--- config.mk ---
export PLATFORM = sky130hd
export DESIGN_NAME = gdep_mac
export DESIGN_NICKNAME = d
export VERILOG_FILES = /design/src/hw/rtl/gdep_pkg.sv /design/src/hw/rtl/gdep_mac.sv
export SDC_FILE = /design/constraint.sdc
export NUM_CORES = 1
export LEC_CHECK = 0
export ABC_AREA = 1
export BUFFER_PORTS_ARGS = -buffer_cell sky130_fd_sc_hd__buf_2
export CORE_UTILIZATION = 35
export DETAILED_ROUTE_END_ITERATION = 10
export PLACE_DENSITY = 0.55
export SLEW_MARGIN = 30
export SYNTH_ARGS = -nofsm -noshare
export SYNTH_HDL_FRONTEND = slang
export SYNTH_SLANG_ARGS = --single-unit
export TNS_END_PERCENT = 1
--- constraint.sdc ---
create_clock -name clk_i -period 16.6 [get_ports clk_i]
set_input_delay 3.32 -clock clk_i [delete_from_list [all_inputs] [get_ports clk_i]]
set_output_delay 3.32 -clock clk_i [all_outputs]
set_load 0.1 [all_outputs]
--- src/hw/rtl/gdep_pkg.sv ---
// ----------------------------------------------------------------------------
// gdep_pkg
// Shared types and constants of the gadget decomposition external product unit.
// ----------------------------------------------------------------------------
package gdep_pkg;

  localparam int unsigned WORD_W = 32;
  // digit_bits is at most 15 when the word is accepted, so a digit fits 15 bits
  localparam int unsigned DIG_W  = 15;
  localparam int unsigned CFG_IDX_W = 2;
  localparam int unsigned CFG_DAT_W = 6;

  localparam logic [CFG_IDX_W-1:0] CFG_LWE_DIM    = 2'd0;
  localparam logic [CFG_IDX_W-1:0] CFG_DIGIT_CNT  = 2'd1;
  localparam logic [CFG_IDX_W-1:0] CFG_DIGIT_BITS = 2'd2;

  localparam logic OP_WRITE_ENTRY = 1'b0;
  localparam logic OP_CIPHER_WORD = 1'b1;

  localparam logic STATUS_OK  = 1'b0;
  localparam logic STATUS_ERR = 1'b1;

  typedef enum logic [3:0] {
    ST_IDLE,
    ST_REDUCE,
    ST_MAC_RD,
    ST_MAC_MUL,
    ST_MAC_ACC,
    ST_WORD_END,
    ST_EMIT_RD,
    ST_EMIT_LD,
    ST_EMIT_WAIT
  } gdep_state_e;

  typedef struct packed {
    logic              mul_en;
    logic [DIG_W-1:0]  digit;
    logic [WORD_W-1:0] entry;
    logic [WORD_W-1:0] addend;
  } mac_req_t;

endpackage

--- src/hw/rtl/gdep_mac.sv ---
// ----------------------------------------------------------------------------
// gdep_mac
// Shared multiply-accumulate unit: registered digit x entry product, then an
// add of that product onto the accumulator value (both modulo 2^32).
// ----------------------------------------------------------------------------
module gdep_mac
  import gdep_pkg::*;
(
  input  logic              clk_i,
  input  mac_req_t          req_i,
  output logic [WORD_W-1:0] sum_o
);

  logic [WORD_W+DIG_W-1:0] prod_full;
  logic [WORD_W-1:0]       prod_q;

  assign prod_full = {{WORD_W{1'b0}}, req_i.digit} * {{DIG_W{1'b0}}, req_i.entry};

  always_ff @(posedge clk_i) begin
    if (req_i.mul_en) begin
      prod_q <= prod_full[WORD_W-1:0];
    end
  end

  assign sum_o = req_i.addend + prod_q;

endmodule

* Yosys cells after proc, flatten, opt, wreduce, memory -nomap -nowiden
Index checks and enable logic that the tools add are counted.
** Cells by class
- Multipliers :: 1
- Add/sub/neg operators :: 1
** Operator list (number)
- adder 32 bit :: 1
- multiplier 15 x 32 -> 32 bit :: 1
** Word-level totals
- Word-level logic and storage cells :: 3
- Input bits :: 81
- Register bits :: 32

* Longest topological paths before layout
Gate-level depths: netlist of run 1.
- Depth in word-level cells :: 1
- Depth in mapped cells :: 27
- Depth with buffers taken out :: 26

* Worst setup path after synthesis of run 1
No wires, ideal clock.
- Path type :: input to output
- From :: input port req_i[0] (netlist bit)
- To :: output port sum_o[18]
- Path buffers :: 0
- Path slack :: 7.281 ns
- Stages :: 11
- Arrival time :: 5.999 ns
- Data required time :: 13.280 ns
- Cells stage by stage :: ha_1 -> inv_1 -> fa_1 -> o21ai_4 -> nand2_1 -> nand3_2 -> nand2_2 -> nand2_2 -> nand2_1 -> nand2_1 -> xor2_1
** On the way
- Cells in the longest elaborated chain, start to end :: 1
** RTL lines
- start: declaration :: RTL line gdep_mac.sv:10 : input mac_req_t req_i,
- adder 32 bit :: RTL line gdep_mac.sv:25 : assign sum_o = req_i.addend + prod_q;
- end: declaration :: RTL line gdep_mac.sv:11 : output logic [WORD_W-1:0] sum_o
Every way passes these cells.

* Worst setup path after layout of run 1
- From :: input port req_i[9] (netlist bit)
- To :: output port sum_o[28]
The elaborated chain is that of the path after synthesis.

==> metrics.log, run 1 <==
[metrics] clock tree from TritonCTS: built
[metrics] core region area: about 41000 um2
[metrics] buffer cell driving the clock tree root: clkbuf_16
[metrics] sum of overflow across all layers after global routing: 0
[metrics] number of inserted diodes: 0
[metrics] register bank with the most flops: prod_q
[metrics] maximum fanout encountered on the critical timing path: 5
[metrics] library cell with the largest summed area after synthesis: fa_1
[metrics] DIE AREA: around 42000 um2
[metrics] Worst Hold Path EP: prod_q[0]
[metrics] slew margin rel.: 0.5067
[metrics] share of Yosys cell area claimed by the top area cell type: 0.4017
[metrics] routability congestion estimate from global placement: 0.9045
[metrics] number of nets at the end of the flow: 2471
[metrics] starting utilization of the core area: 0.3548
[metrics] outcome: completed
[metrics] critical path start-end classification: in2out
[metrics] post-CTS setup repair buffer count: 0
[metrics] first-pass iteration count of the detailed router: 6
[metrics] Horiz. Die Dim: 205.2 um
[metrics] final hold viol count: 0
[metrics] cell count along the critical path: 10
[metrics] DRC errors left: 0
[metrics] most instantiated cells after synthesis: 567 x inv_1, 565 x nand2_1, 290 x fa_1, 90 x ha_1, 70 x a21oi_1
[metrics] number of buffer and inverter stages on the critical path: 2
[metrics] number of antenna violations at the first check in global routing: 1
[metrics] Synth Register Bits: 32
[metrics] kind of cell with the highest combined delay on the critical path: simple AND/OR/NAND/NOR gates
[metrics] CP Capture Type: primary output
[metrics] critical-path cell with the highest stage delay: buf_2
[metrics] synthesized area per cell: 7.389 um2
[metrics] max-cap violation count: 0
[metrics] total global routing track utilization: 0.1969
[metrics] fraction of layout cells with a size suffix above 1: 0.06766
[metrics] via count of the first global-routing pass: 13054
[metrics] EDFF count, synth: 32
[metrics] Post-CTS Hold Fix Bufs: 0
[metrics] maximum number of pins on one net before global-route repair: 35
[metrics] kind of start point of the critical path: input port
[metrics] maximum buffer depth of the clock tree: 2
[metrics] highest clock rate: 112.1 MHz
[metrics] Via-to-Cell Ratio: 4.715
[metrics] fraction of the cycle the final worst path needs: 0.5374
[metrics] site row count: 74
[metrics] overall via count from detail_route: 11986
[metrics] required time of the worst setup path: 13280 ps
[metrics] routed length per placed instance: 15.05 um
[metrics] total number of H-tree levels: 2
[metrics] HPWL after DPL: 33180 um
[metrics] Largest register FFs: 32
[metrics] summed instance area of the synthesized netlist: between 10000 and 15000 um2
[metrics] final setup violating endpoints: 0
[metrics] kind of path behind the tightest hold check: in2reg
[metrics] share of flip-flops with an asynchronous set or reset after synthesis: 0
[metrics] min cycle time layout: 8921 ps
[metrics] cell-by-cell trace of the critical path: buf_2 > ha_1 > a21oi_1 > nor2_1 > nor2_1 > nand3_2 > nand4_1 > nand3_1 > nand2_1 > buf_2
[metrics] clock transition time at the flip-flop clock pins of the worst setup and hold paths: 50 ps
[metrics] largest incremental delay on the critical path: 440 ps
[metrics] WP data arrival: 5600 ps
[metrics] number of nets still failing antenna checks after routing: 0
[metrics] Syn Inst Count: ~2000
[metrics] slew at the pin closest to its max-slew limit: 740.0 ps
[metrics] number of buffers created by CTS: 5
[metrics] number of library cell types mapped by synthesis: 46
[metrics] post-synthesis net count: 2417
[metrics] sequential-to-total area share from yosys stat: 0.06649
[metrics] main area contributors after synthesis: fa_1 40%, inv_1 15%, nand2_1 15%
[metrics] die outline height: 205.2 um
[metrics] aggregate negative setup slack: 0 ps
[metrics] launch point of the critical path: req_i[9]
[metrics] sum of routed wire length over all layers: 38250 um
[metrics] PortBufs: about 110
[metrics] first-pass GRT wire length: 65690 um
[metrics] cell with the most instances after synthesis: inv_1
[metrics] Hold Crit Start: req_i[32]
[metrics] registers with the most flip-flops: prod_q: 32 flops
[metrics] I/O pin total: 113
[metrics] synth-to-layout area growth: 7.601%
[metrics] pins over their slew limit: 0
[metrics] number of cells traversed by the worst hold path: 3
[metrics] number of warnings printed during yosys synthesis: 0
[metrics] PostCTS Resize Cnt: 0
[metrics] Sinks on Clock Net: 32
[metrics] most common flop cell mapped by yosys: edfxtp_1
[metrics] drt first-iter violations: 669
[metrics] unrepaired setup endpoints after global routing: no
==> layout make-up <==
class                      instances  area, um2
clock buffer                       5      125.1
clock inverter                     2      7.507
fill                            4352      25190
inverter                         567       2128
multi-input combinational       1292      11100
sequential                        32      960.9
tap                              532      665.6
timing repair buffer             112      560.5
==> metrics by stage <==
stage | area (um2) | setup slack (ps) | hold slack, ps | cells | utilization
floorplan | 14450 | 7281 | 3433 | 1956 | -
global placement | 15420 | 7653 | 3861 | 2535 | 0.3785
detailed placement | 15420 | 7600 | 3860 | 2535 | 0.3785
CTS | 15550 | 7704 | 3567 | 2542 | 0.3817
global route | 15550 | 7480 | 3611 | 2542 | 0.3817
finish | 15550 | 7679 | 3573 | 2542 | 0.3817
==> per-layer routing <==
metal  track usage  part of all wire  vias to the layer above
li1              -                 -                     5739
met2        0.3486              0.49                      253
met4       0.03889             0.021                        2
met5             0           0.00039                        -
met1        0.2592              0.44                     5945
met3       0.02154             0.041                       47
==> cells by family (layout without fill, tap and decap cells) <==
family / count (synthesis) / count (layout) / synth area share
and+or+nand+nor: 709 / 709 / 0.1951
buffers and inverters: 632 / 686 / 0.1653
adders and majority gates: 380 / 380 / 0.4796
AOI/OAI and AO/OA: 147 / 147 / 0.05904
xor gates and xnor gates: 56 / 56 / 0.03446
DFF: 32 / 32 / 0.06649
==> cells in the final DEF (no fill, tap or decap), types with 4 or more instances in the layout <==
| master | instances |
|---|---|
| inv_1 | 567 |
| nand2_1 | 565 |
| fa_1 | 290 |
| buf_2 | 112 |
| ha_1 | 90 |
| a21oi_1 | 70 |
| nor2_1 | 62 |
| nand3_1 | 48 |
| xor2_1 | 43 |
| o21ai_0 | 34 |
| edfxtp_1 | 32 |
| a21o_1 | 13 |
| xnor2_1 | 12 |
| nand4_1 | 10 |
| nor3_1 | 7 |
| o21a_1 | 5 |
| nand2_2 | 5 |
| clkbuf_16 | 5 |
| a31oi_1 | 4 |
==> worst max path at each step <==
stage	slack, ps	to
floorplan	7280	sum_o[18]
global placement	7650	prod_q[31]
detailed placement	7600	prod_q[31]
CTS	7700	sum_o[18]
global route	7480	prod_q[31]
finish	7680	sum_o[28]
Power of run 1 is not shown: default switching activity piles up to over one toggle a cycle in this logic, so the estimate is an artifact.
==> inputs of run 2 (changes only) <==
PLACE_DENSITY = 0.57   (was 0.55)
clock period = 7.9 ns   (was 16.6 ns; I/O delays follow)
==> metrics.log, run 2 (same netlist as run 1, synthesis figures left out) <==
[metrics] critical-path cell with the highest stage delay: fa_1 (was buf_2)
[metrics] kind of start point of the critical path: input port (unchanged)
[metrics] I/O pin total: 113 (unchanged)
[metrics] cell-by-cell trace of the critical path: buf_2 > buf_4 > nand2_1 > inv_1 > fa_1 > inv_1 > fa_1 > inv_1 > fa_1 > fa_1 > fa_1 > inv_1 > fa_1 > inv_1 > ha_1 > a21oi_1 > o21ai_0 > a21oi_1 > nand3_1 > a21oi_1 > xnor2_1 (was buf_2 > ha_1 > a21oi_1 > nor2_1 > nor2_1 > nand3_2 > nand4_1 > nand3_1 > nand2_1 > buf_2)
[metrics] CP Capture Type: register (was primary output)
[metrics] Largest register FFs: 32 (unchanged)
[metrics] sum of routed wire length over all layers: 39660 um (was 38250 um)
[metrics] synth-to-layout area growth: 7.731% (was 7.601%)
[metrics] routability congestion estimate from global placement: 0.9232 (was 0.9045)
[metrics] number of nets at the end of the flow: 2473 (was 2471)
[metrics] commonest cells after routing, fill and taps aside: 567 x inv_1, 565 x nand2_1, 290 x fa_1, 112 x buf_2, 90 x ha_1 (unchanged)
[metrics] Sinks on Clock Net: 32 (unchanged)
[metrics] kind of path behind the tightest hold check: in2reg (unchanged)
[metrics] highest clock rate: approximately 140 MHz
[metrics] largest incremental delay on the critical path: 540 ps (was 440 ps)
[metrics] PortBufs: 112 (unchanged)
[metrics] maximum buffer depth of the clock tree: 2 (unchanged)
[metrics] total global routing track utilization: 0.1997 (was 0.1969)
[metrics] slew at the pin closest to its max-slew limit: 754.3 ps (was 740.0 ps)
[metrics] number of inserted diodes: 0 (unchanged)
[metrics] via count of the first global-routing pass: 12991 (was 13054)
[metrics] critical path start-end classification: in2reg (was in2out)
[metrics] outcome: finished with violations (was completed)
[metrics] first-pass iteration count of the detailed router: 8 (was 6)
[metrics] required time of the worst setup path: 7920 ps (was 13280 ps)
[metrics] DIE AREA: 42110 um2 (unchanged)
[metrics] core region area: 40740 um2 (unchanged)
[metrics] total number of H-tree levels: 2 (unchanged)
[metrics] max-cap violation count: 0 (unchanged)
[metrics] final hold viol count: 0 (unchanged)
[metrics] routed length per placed instance: 15.58 um (was 15.05 um)
[metrics] number of antenna violations at the first check in global routing: 0 (was 1)
[metrics] site row count: 74 (unchanged)
[metrics] HPWL after DPL: 33760 um (was 33180 um)
[metrics] fraction of layout cells with a size suffix above 1: 0.06855 (was 0.06766)
[metrics] PostCTS Resize Cnt: 0 (unchanged)
[metrics] unrepaired setup endpoints after global routing: no (unchanged)
[metrics] maximum fanout encountered on the critical timing path: 24 (was 5)
[metrics] number of buffers created by CTS: 5 (unchanged)
[metrics] WP data arrival: 7090 ps (was 5600 ps)
[metrics] overall via count from detail_route: 12072 (was 11986)
[metrics] Crit path top cell by count: fa_1
[metrics] Post-CTS Hold Fix Bufs: 0 (unchanged)
[metrics] most common library cell in the layout ignoring fill and taps: inv_1 (unchanged)
[metrics] Horiz. Die Dim: 205.2 um (unchanged)
[metrics] registers with the most flip-flops: prod_q: 32 flops (unchanged)
[metrics] sum of overflow across all layers after global routing: 0 (unchanged)
[metrics] DRC errors left: 1 (was 0)
[metrics] clock transition time at the flip-flop clock pins of the worst setup and hold paths: 50 ps (about the same)
[metrics] number of nets still failing antenna checks after routing: 0 (unchanged)
[metrics] final setup violating endpoints: 0 (unchanged)
[metrics] kind of cell with the highest combined delay on the critical path: adder cells (was simple AND/OR/NAND/NOR gates)
[metrics] buffer cell driving the clock tree root: clkbuf_16 (unchanged)
[metrics] post-CTS setup repair buffer count: 0 (unchanged)
[metrics] fraction of the cycle the final worst path needs: 0.8943
[metrics] maximum number of pins on one net before global-route repair: 33 (was 35)
[metrics] drt first-iter violations: 820 (was 669)
[metrics] pins over their slew limit: 0 (unchanged)
[metrics] min cycle time layout: 7065 ps
[metrics] die outline height: 205.2 um (unchanged)
[metrics] clock tree from TritonCTS: built (unchanged)
[metrics] failing checks: design-rule violations
[metrics] aggregate negative setup slack: 0 ps (unchanged)
[metrics] register bank with the most flops: prod_q (unchanged)
[metrics] starting utilization of the core area: 0.3548 (unchanged)
[metrics] Via-to-Cell Ratio: 4.743 (was 4.715)
[metrics] number of buffer and inverter stages on the critical path: 7 (was 2)
[metrics] slew margin rel.: 0.4971 (was 0.5067)
[metrics] count of filler cells inserted in the layout: 4355 (was 4352)
[metrics] first-pass GRT wire length: 65830 um (was 65690 um)
-- run 2: changes by cell type in the layout (fill, tap and decap cells not counted) --
cell / change
buf_4: +2
clkbuf_1: +2
clkinv_1: -1
-- run 2: through the flow --
step                setup WS (ps)  utilization  std cells  hold WS (ps)  area (um2)
CTS                         872.7       0.3822       2545          1834       15570
global placement            498.2       0.3788       2537          2159       15430
detailed placement          604.2       0.3788       2537          2123       15430
floorplan                    1136            -       1956          1693       14450
global route                520.6       0.3822       2545          1855       15570
finish                      835.3       0.3822       2545          1834       15570
-- run 2: cell type report --
class	count	area [um2]	area share
multi-input combinational	1292	11100	0.7131
clock inverter	1	3.754	0.0002411
timing repair buffer	114	575.6	0.03697
sequential	32	960.9	0.06172
clock buffer	7	132.6	0.008518
inverter	567	2128	0.1367
tap	532	665.6	0.04275
-- run 2: per-layer routing --
layer,routed length [um],vias to the layer above,GRT usage,part of all wire
li1,-,5749,-,-
met1,17450,5982,0.2597,0.44
met2,19620,294,0.3590,0.49
met3,1586,47,0.01441,0.040
met4,1007,0,0.04815,0.025
met5,0,-,0,0
-- run 2: final timing paths --
path | start | end | depth (start not counted)
setup / recovery | req_i[64] | prod_q[25] | 21
hold / removal | req_i[32] | prod_q[0] | 3
Power of run 2 is left out for the same reason.
==> inputs of run 3 (changes only) <==
ABC_AREA = 0   (was 1)
==> metrics.log, run 3 <==
[metrics] outcome: completed (was finished with violations)
[metrics] number of antenna violations at the first check in global routing: 0 (unchanged)
[metrics] max-cap violation count: 0 (unchanged)
[metrics] total global routing track utilization: 0.1884 (was 0.1997)
[metrics] sequential-to-total area share from yosys stat: 0.07234 (was 0.06649)
[metrics] HPWL after DPL: 29660 um (was 33760 um)
[metrics] maximum fanout encountered on the critical timing path: 23 (was 24)
[metrics] Placed Instances: 2064 (was 2537)
[metrics] number of buffer and inverter stages on the critical path: 6 (was 7)
[metrics] main area contributors after synthesis: fa_1 44%, and2_1 9.3%, inv_1 8.5% (was fa_1 40%, inv_1 15%, nand2_1 15%)
[metrics] post-CTS setup repair buffer count: 0 (unchanged)
[metrics] kind of start point of the critical path: input port (unchanged)
[metrics] cell-by-cell trace of the critical path: buf_2 > and2_1 > fa_1 > inv_1 > fa_1 > inv_1 > fa_1 > fa_1 > fa_1 > inv_1 > fa_1 > inv_1 > ha_1 > a21o_1 > a21o_1 > o31ai_1 > a211oi_1 > buf_4 > o211ai_1 > a311oi_1 > a21o_1 > a21oi_1 > xnor2_1 (was buf_2 > buf_4 > nand2_1 > inv_1 > fa_1 > inv_1 > fa_1 > inv_1 > fa_1 > fa_1 > fa_1 > inv_1 > fa_1 > inv_1 > ha_1 > a21oi_1 > o21ai_0 > a21oi_1 > nand3_1 > a21oi_1 > xnor2_1)
[metrics] core region area: 36960 um2 (was 40740 um2)
[metrics] routability congestion estimate from global placement: 0.8936 (was 0.9232)
[metrics] buffer cell driving the clock tree root: clkbuf_16 (unchanged)
[metrics] area fraction in compound gates after synthesis: 0.07102 (was 0.05904)
[metrics] registers with the most flip-flops: prod_q: 32 flops (unchanged)
[metrics] share of flip-flops with an asynchronous set or reset after synthesis: 0 (unchanged)
[metrics] required time of the worst setup path: 7910 ps (was 7920 ps)
[metrics] commonest cells after routing, fill and taps aside: 302 x inv_1, 290 x fa_1, 203 x nand2_1, 197 x and2_1, 112 x buf_2 (was 567 x inv_1, 565 x nand2_1, 290 x fa_1, 112 x buf_2, 90 x ha_1)
[metrics] number of warnings printed during yosys synthesis: 0 (unchanged)
[metrics] largest incremental delay on the critical path: 530 ps (was 540 ps)
[metrics] multiplexer share of the synthesized area: 0 (unchanged)
[metrics] slew margin rel.: 0.5334 (was 0.4971)
[metrics] PostCTS Resize Cnt: 0 (unchanged)
[metrics] sum of overflow across all layers after global routing: 0 (unchanged)
[metrics] overall via count from detail_route: 9952 (was 12072)
[metrics] cell with the most instances after synthesis: inv_1 (unchanged)
[metrics] Sinks on Clock Net: 32 (unchanged)
[metrics] number of nets at the end of the flow: 2028 (was 2473)
[metrics] largest family of logic cells by synthesized area: adder cells (unchanged)
[metrics] post-synthesis net count: 1929 (was 2417)
[metrics] final std cells w/o fill: 2072 (was 2545)
[metrics] number of library cell types mapped by synthesis: 52 (was 46)
[metrics] synth-to-layout area growth: 10.75% (was 7.731%)
[metrics] most common library cell in the layout ignoring fill and taps: inv_1 (unchanged)
[metrics] Hold Crit Start: req_i[79] (was req_i[32])
[metrics] unrepaired setup endpoints after global routing: no (unchanged)
[metrics] WP data arrival: 7510 ps (was 7090 ps)
[metrics] library cell with the largest summed area after synthesis: fa_1 (unchanged)
[metrics] Synth Register Bits: 32 (unchanged)
[metrics] xor-xnor portion of the synthesized cell area: 0.05341 (was 0.03446)
[metrics] CP Capture Type: register (unchanged)
[metrics] die outline height: 196.8 um (was 205.2 um)
[metrics] critical-path cell with the highest stage delay: fa_1 (unchanged)
[metrics] Via-to-Cell Ratio: 4.803 (was 4.743)
[metrics] clock transition time at the flip-flop clock pins of the worst setup and hold paths: 50 ps (about the same)
[metrics] post-synthesis share of cell area spent on and, or, nand and nor gates: 0.1790 (was 0.1951)
[metrics] Crit path top cell by count: fa_1 (unchanged)
[metrics] DIE AREA: 38730 um2 (was 42110 um2)
[metrics] summed instance area of the synthesized netlist: 13280 um2 (was 14450 um2)
[metrics] DRC errors left: 0 (was 1)
[metrics] number of nets still failing antenna checks after routing: 0 (unchanged)
[metrics] Layout Cell Area excl Fill: 14710 um2 (was 15570 um2)
[metrics] sum of routed wire length over all layers: 34860 um (was 39660 um)
[metrics] min cycle time layout: 7499 ps (was 7065 ps)
[metrics] fraction of the cycle the final worst path needs: 0.9492 (was 0.8943)
[metrics] highest clock rate: 133.4 MHz (was 141.5 MHz)
[metrics] drt first-iter violations: 486 (was 820)
[metrics] I/O pin total: 113 (unchanged)
[metrics] total number of H-tree levels: 2 (unchanged)
[metrics] register bank with the most flops: prod_q (unchanged)
[metrics] Syn Inst Count: 1468 (was 1956)
[metrics] final hold viol count: 0 (unchanged)
[metrics] launch point of the critical path: req_i[65] (was req_i[64])
[metrics] cell area after placement: 14550 um2 (was 15430 um2)
[metrics] kind of cell with the highest combined delay on the critical path: adder cells (unchanged)
[metrics] aggregate negative setup slack: 0 ps (unchanged)
[metrics] first-pass GRT wire length: 56730 um (was 65830 um)
[metrics] kind of path behind the tightest hold check: in2reg (unchanged)
[metrics] synthesized area per cell: 9.048 um2 (was 7.389 um2)
[metrics] clock tree from TritonCTS: built (unchanged)
[metrics] core utilization of the finished layout: 0.3980 (was 0.3822)
[metrics] maximum number of pins on one net before global-route repair: 33 (unchanged)
[metrics] share of Yosys cell area claimed by the top area cell type: 0.4371 (was 0.4017)
[metrics] via count of the first global-routing pass: 10667 (was 12991)
[metrics] Post-CTS Hold Fix Bufs: 0 (unchanged)
[metrics] most instantiated cells after synthesis: 302 x inv_1, 290 x fa_1, 203 x nand2_1, 197 x and2_1, 90 x ha_1 (was 567 x inv_1, 565 x nand2_1, 290 x fa_1, 90 x ha_1, 70 x a21oi_1)
[metrics] most common flop cell mapped by yosys: edfxtp_1 (unchanged)
[metrics] Largest register FFs: 32 (unchanged)
[metrics] first-pass iteration count of the detailed router: 5 (was 8)
[metrics] slew at the pin closest to its max-slew limit: 699.8 ps (was 754.3 ps)
[metrics] PortBufs: 112 (unchanged)
[metrics] Horiz. Die Dim: 196.8 um (was 205.2 um)
[metrics] Adder-Cell Fraction of Synth Area: 0.5219 (was 0.4796)
[metrics] final setup violating endpoints: 0 (unchanged)
[metrics] number of inserted diodes: 0 (unchanged)
[metrics] EDFF count, synth: 32 (unchanged)
[metrics] site row count: 70 (was 74)
[metrics] maximum buffer depth of the clock tree: 2 (unchanged)
[metrics] routed length per placed instance: 16.82 um (was 15.58 um)
[metrics] critical path start-end classification: in2reg (unchanged)
[metrics] pins over their slew limit: 0 (unchanged)
[metrics] number of buffers created by CTS: 5 (unchanged)
[metrics] starting utilization of the core area: 0.3594 (was 0.3548)
[metrics] fraction of layout cells with a size suffix above 1: 0.1084 (was 0.06855)
## run 3: cell count changes in the layout (fill, tap and decap cells not counted), moves of 7 or more
cell      change
xor2_1       -22
inv_1       -265
o21ai_0      -18
nor2_1       -35
o21bai_1      +7
a21oi_1      -24
nand3_1      -43
xnor2_1      +48
and2_1      +196
nand2_1     -362
a21o_1       +12
buf_4        +38
nor2b_1       +8
## run 3: worst paths after layout
path | to | slack (ps) | cells after the start
max | prod_q[31] | 400 | 23
min | prod_q[9] | 1900 | 1
## run 3: per-stage QoR
stage                     setup WS, ps  hold WS, ps
after floorplan                  554.4         1693
after global placement           140.5         2180
after detailed placement         118.5         2191
after CTS                        409.5         1905
after global routing             109.9         1931
final                            401.3         1897
## run 3: logic make-up (layout without fill, tap and decap cells)
logic type / Yosys count / after routing
simple gates: 472 / 472
fa+ha+maj: 380 / 380
buf+inv: 362 / 462
compound gates: 141 / 141
xor+xnor: 81 / 81
flops: 32 / 32
## run 3: layout make-up
type,instances,area [um2]
clock buffer,5,125.1
clock inverter,3,37.54
fill,3813,22250
inverter,302,1134
multi-input combinational,1074,10960
sequential,32,960.9
tap,504,630.6
timing repair buffer,152,860.8
## run 3: metal layers
| metal | share of wire | wire (um) | vias to the layer above | global-route usage |
|---|---|---|---|---|
| li1 | - | - | 4604 | - |
| met1 | 0.48 | 16690 | 5018 | 0.2736 |
| met2 | 0.45 | 15620 | 300 | 0.3032 |
| met3 | 0.059 | 2074 | 30 | 0.02156 |
| met4 | 0.014 | 471 | 0 | 0.03646 |
| met5 | 0 | 0 | - | 0 |
Power of run 3 is left out for the same reason.
